### src/hdl/afth_pkg.sv
`timescale 1ns / 1ps
`default_nettype none

package afth_pkg;

  localparam int CORDIC_STEPS = 16;
  localparam int MAX_STEPS = 24;

  localparam logic signed [16:0] PI_Q13 = 17'sd25736;
  localparam logic signed [16:0] HALF_PI_Q13 = 17'sd12868;
  localparam logic signed [31:0] PI_Q24 = 32'sd52707179;
  localparam logic signed [33:0] K_Q30 = 34'sd652032875;
  localparam logic signed [15:0] ONE_Q14 = 16'sd16384;
  localparam logic [15:0] GAIN_RESET = 16'd328;

  typedef struct packed {
    logic signed [15:0] roll;
    logic signed [15:0] pitch;
    logic signed [15:0] mx;
    logic signed [15:0] my;
    logic signed [15:0] mz;
  } car_t;

  typedef struct packed {
    logic signed [15:0] roll;
    logic signed [15:0] pitch;
    logic signed [15:0] gx;
    logic signed [15:0] gy;
    logic signed [15:0] gz;
    logic signed [15:0] wx;
    logic signed [15:0] wy;
    logic signed [15:0] wz;
  } side_t;

  function automatic logic signed [31:0] atan_q24(input int i);
    logic signed [31:0] v;
    case (i)
      0: v = 32'sd13176795;
      1: v = 32'sd7778716;
      2: v = 32'sd4110059;
      3: v = 32'sd2086331;
      4: v = 32'sd1047214;
      5: v = 32'sd524118;
      6: v = 32'sd262123;
      7: v = 32'sd131069;
      default: v = 32'sd65536 >>> (i - 8);
    endcase
    return v;
  endfunction

  function automatic logic signed [15:0] clamp_q14(input logic signed [33:0] v);
    logic signed [15:0] r;
    if (v > 34'sd16384) begin
      r = ONE_Q14;
    end else if (v < -34'sd16384) begin
      r = -ONE_Q14;
    end else begin
      r = v[15:0];
    end
    return r;
  endfunction

endpackage

`default_nettype wire

### src/hdl/afth_sincos.sv
`timescale 1ns / 1ps
`default_nettype none

module afth_sincos #(
  parameter int STEPS = afth_pkg::CORDIC_STEPS
) (
  input  wire logic               clk,
  input  wire logic               en,
  input  wire logic signed [15:0] ang,
  output logic signed [15:0]      sin_q,
  output logic signed [15:0]      cos_q
);

  logic signed [16:0] red;
  logic               neg;
  logic signed [33:0] x_r [0:STEPS];
  logic signed [33:0] y_r [0:STEPS];
  logic signed [31:0] z_r [0:STEPS];
  logic               neg_r [0:STEPS];
  logic signed [33:0] cr;
  logic signed [33:0] sr;
  logic signed [15:0] cc;
  logic signed [15:0] sc;

  always_comb begin
    red = {ang[15], ang};
    neg = 1'b0;
    if (red > afth_pkg::HALF_PI_Q13) begin
      red = red - afth_pkg::PI_Q13;
      neg = 1'b1;
    end else if (red < -afth_pkg::HALF_PI_Q13) begin
      red = red + afth_pkg::PI_Q13;
      neg = 1'b1;
    end
  end

  always_ff @(posedge clk) begin
    if (en) begin
      x_r[0] <= afth_pkg::K_Q30;
      y_r[0] <= '0;
      z_r[0] <= {{15{red[16]}}, red} <<< 11;
      neg_r[0] <= neg;
    end
  end

  for (genvar i = 0; i < STEPS; i++) begin : g_step
    always_ff @(posedge clk) begin
      if (en) begin
        neg_r[i+1] <= neg_r[i];
        if (!z_r[i][31]) begin
          x_r[i+1] <= x_r[i] - (y_r[i] >>> i);
          y_r[i+1] <= y_r[i] + (x_r[i] >>> i);
          z_r[i+1] <= z_r[i] - afth_pkg::atan_q24(i);
        end else begin
          x_r[i+1] <= x_r[i] + (y_r[i] >>> i);
          y_r[i+1] <= y_r[i] - (x_r[i] >>> i);
          z_r[i+1] <= z_r[i] + afth_pkg::atan_q24(i);
        end
      end
    end
  end

  always_comb begin
    cr = (x_r[STEPS] + 34'sd32768) >>> 16;
    sr = (y_r[STEPS] + 34'sd32768) >>> 16;
    cc = afth_pkg::clamp_q14(cr);
    sc = afth_pkg::clamp_q14(sr);
  end

  always_ff @(posedge clk) begin
    if (en) begin
      cos_q <= neg_r[STEPS] ? -cc : cc;
      sin_q <= neg_r[STEPS] ? -sc : sc;
    end
  end

endmodule

`default_nettype wire

### config.mk
export PLATFORM = sky130hd
export DESIGN_NAME = afth_sincos
export DESIGN_NICKNAME = d
export VERILOG_FILES = /design/src/hdl/afth_pkg.sv /design/src/hdl/afth_sincos.sv
export SDC_FILE = /design/constraint.sdc
export NUM_CORES = 2
export LEC_CHECK = 0
export BUFFER_PORTS_ARGS = -buffer_cell sky130_fd_sc_hd__buf_2
export CORE_MARGIN = 2
export CORE_UTILIZATION = 45
export DETAILED_ROUTE_END_ITERATION = 8
export PLACE_DENSITY = 0.73
export RECOVER_POWER = 100
export SYNTH_ARGS = -nofsm -noshare
export SYNTH_HDL_FRONTEND = slang
export SYNTH_SLANG_ARGS = --single-unit
export TNS_END_PERCENT = 1
### constraint.sdc
create_clock -name clk -period 5.3 [get_ports clk]
set_input_delay 1.06 -clock clk [delete_from_list [all_inputs] [get_ports clk]]
set_output_delay 1.06 -clock clk [all_outputs]
set_load 0.02 [all_outputs]
==> flow_summary.json <==
{
  "synth_top_family_by_area": "compound AO/OA/AOI/OAI gates",
  "final_layout_size_suffix_gt1_share_pct": 5.81,
  "syn_to_final_growth_pct": 10.5,
  "gp_congestion": 0.954,
  "rsz0062_at_grt": "yes",
  "synthFlopType": "edfxtp_1",
  "crit_fanout": 4,
  "path_class": "reg2reg",
  "synth_edf_count": 1410,
  "status": "finished with violations",
  "slew_headroom_pct": -160,
  "cts-htree-levels": 4,
  "grt_max_degree": 156,
  "synth_xor_area_share_pct": 13.5,
  "seq_area_um2": 42300,
  "final.setup.tns_ns": 0,
  "hold_path_class": "reg2reg",
  "setup_viol_count_final": 0,
  "synth_cell_types": 89,
  "syn_area_um2": 118000,
  "wl_per_cell_um": 17.9,
  "synthMuxAreaShare_pct": 0.944,
  "first_pass_iters": 8,
  "drtAntennaViolNets": 0,
  "clock-skew-final_ns": 0.0953,
  "dp_cells": 15985,
  "min_period_ns": 5.08,
  "grt.total_usage_pct": 21.4,
  "multi_input_area_um2": 72800,
  "max_cap_violations": 18,
  "vias": 92939,
  "clock-root-buffer": "clkbuf_16",
  "drt_iter0_drc": 6676,
  "endpoint_kind": "flop",
  "dieWidth_um": 516,
  "seq_area_frac_synth_pct": 36.0,
  "fp.coreArea_um2": 260000,
  "cts_num_sinks": 1410,
  "clk_path_buf_depth": 4,
  "max_clock_freq_ghz": 0.197,
  "synth_area_leaders": "edfxtp_1 (36%), ha_1 (14%), xnor2_1 (8.9%)",
  "synth_top_area_share_pct": 36.0,
  "cp_data_required_time_ns": 5.82,
  "finalHoldViolCount": 0,
  "cts_setup_buffers": 0,
  "avgSynthCellArea_um2": 9.63,
  "die_y_um": 516,
  "async_reset_ff_share_pct": 0,
  "cts_buffers": 170,
  "num_rows": 187,
  "grt_overflow_total": 0,
  "violations": "capacitance limit, slew limit",
  "grt_pass1_vias": 88033,
  "ys_warn_count": 0,
  "clk_latency_ns": 0.86,
  "mostFrequentLayoutCell": "edfxtp_1",
  "r2r_slack_ns": 0.22,
  "cp.arrival_ns": 5.60,
  "synth_compound_area_share_pct": 19.8,
  "grt_pass1_wl_um": 466000,
  "fill_cells": 23751,
  "via_per_inst": 5.70,
  "antenna_found_initial": 14,
  "port-buffer-count": 49,
  "synthCells": 12226,
  "yosys.area.top_type": "edfxtp_1",
  "cts_tree": "yes",
  "layout_common_cells": "edfxtp_1 (1,410), ha_1 (1,300), a21oi_1 (1,235)",
  "worst_pin_slew_ns": 3.89,
  "drc": 0,
  "die-area_um2": 266000,
  "fin_crit_sh_pct": 95.8,
  "initial_core_util_pct": 45.3,
  "fin_cells": 16294,
  "synth_simple_gate_area_share_pct": 13.0,
  "clk_pin_slew_worst_paths_ns": 0.06,
  "place_ws_ns": -0.407,
  "design_area_um2": 130000,
  "placed_area_um2": 125000,
  "detailed_place_hpwl_um": 230000,
  "layout_setup_ws_ns": 0.222,
  "start_kind": "flop",
  "maxSlewViolCount": 1170,
  "ys_seq_elements": 1410,
  "totalWireLength_um": 291000,
  "synth_adder_area_share_pct": 14.5,
  "io-pin-count": 50,
  "nets": 14022
}
## registers in the layout (all words and copies together) (netlist names)
name   flops
neg_r     17
sin_q     16
y_r      496
cos_q     16
z_r      378
x_r      487
## per-stage QoR
stage | utilization [%] | hold WS [ns]
final | 50.1 | 0.413
after global routing | 50.1 | 0.421
after CTS | 50.3 | 0.359
after detailed placement | 48.1 | 0.405
after global placement | 48.1 | 0.401
after floorplan | - | 0.400
## Yosys cell counts, drive strengths merged, types with 146 or more instances
cell type and number:
nor3 306, ha 1300, nand3 211, o21bai 164, o21a 216, xnor2 1194
inv 504, nor2b 159, edfxtp 1410, a21o 536, nand2b 204, nand2 672
clkbuf 184, o31ai 146, nor2 948, a21oi 1236, xor2 617, o21ai 662
## layout make-up
| type | count | area share, % |
|---|---|---|
| diodes | 8 | 0.0154 |
| flip-flops and latches | 1410 | 32.5 |
| inverters | 510 | 1.47 |
| repair buffers | 471 | 2.29 |
| multi-input cells | 10098 | 56.0 |
| clock inverters | 111 | 0.999 |
| clock buffers | 190 | 3.37 |
| well taps | 3496 | 3.36 |
## worst max-delay path, cell delays in order (launching register included)
cell	delay, ns
edfxtp_1	0.38
or4_1	0.62
nor4_1	0.30
nor2b_1	0.21
nand2_1	0.10
or4_1	0.52
o31ai_2	0.29
xnor2_1	0.11
ha_1	0.35
a21o_1	0.13
a21oi_1	0.06
inv_1	0.10
a21oi_1	0.08
and3b_1	0.18
a22oi_1	0.29
a41oi_2	0.21
a31o_2	0.29
a211o_1	0.30
a21oi_1	0.14
o211ai_1	0.15
## timing repair
action,in CTS,in global routing
hold buffers,0,0
resized for setup,0,32
endpoints found under the setup margin,0,40
## path summary, 6_finish.rpt
kind | start | end | depth (start not counted)
min reg2reg | neg_r[0][11] | neg_r[0][12] | 0
min | neg_r[0][11] | neg_r[0][12] | 0
max reg2reg | y_r[8][13] | x_r[9][33] | 19
max | y_r[8][13] | x_r[9][33] | 19
## routing by layer
metal / track usage (%) / vias to the layer above / wire (um)
met5: 0 / - / 13
met4: 7.56 / 2 / 10700
met3: 2.18 / 561 / 13900
met2: 37.7 / 2317 / 141000
met1: 27.0 / 43744 / 125000
li1: - / 46315 / -
## cells by family (layout without fill, tap and decap cells)
group / Yosys count / after routing
simple gates: 3148 / 3148
fa+ha+maj: 1343 / 1343
xor+xnor: 1811 / 1811
compound gates: 3680 / 3680
mux: 106 / 106
flops: 1410 / 1410
buf+inv: 726 / 1282
other cells: 2 / 18
Power is not shown: default switching activity piles up to over one toggle a cycle in this logic, so the estimate is an artifact.
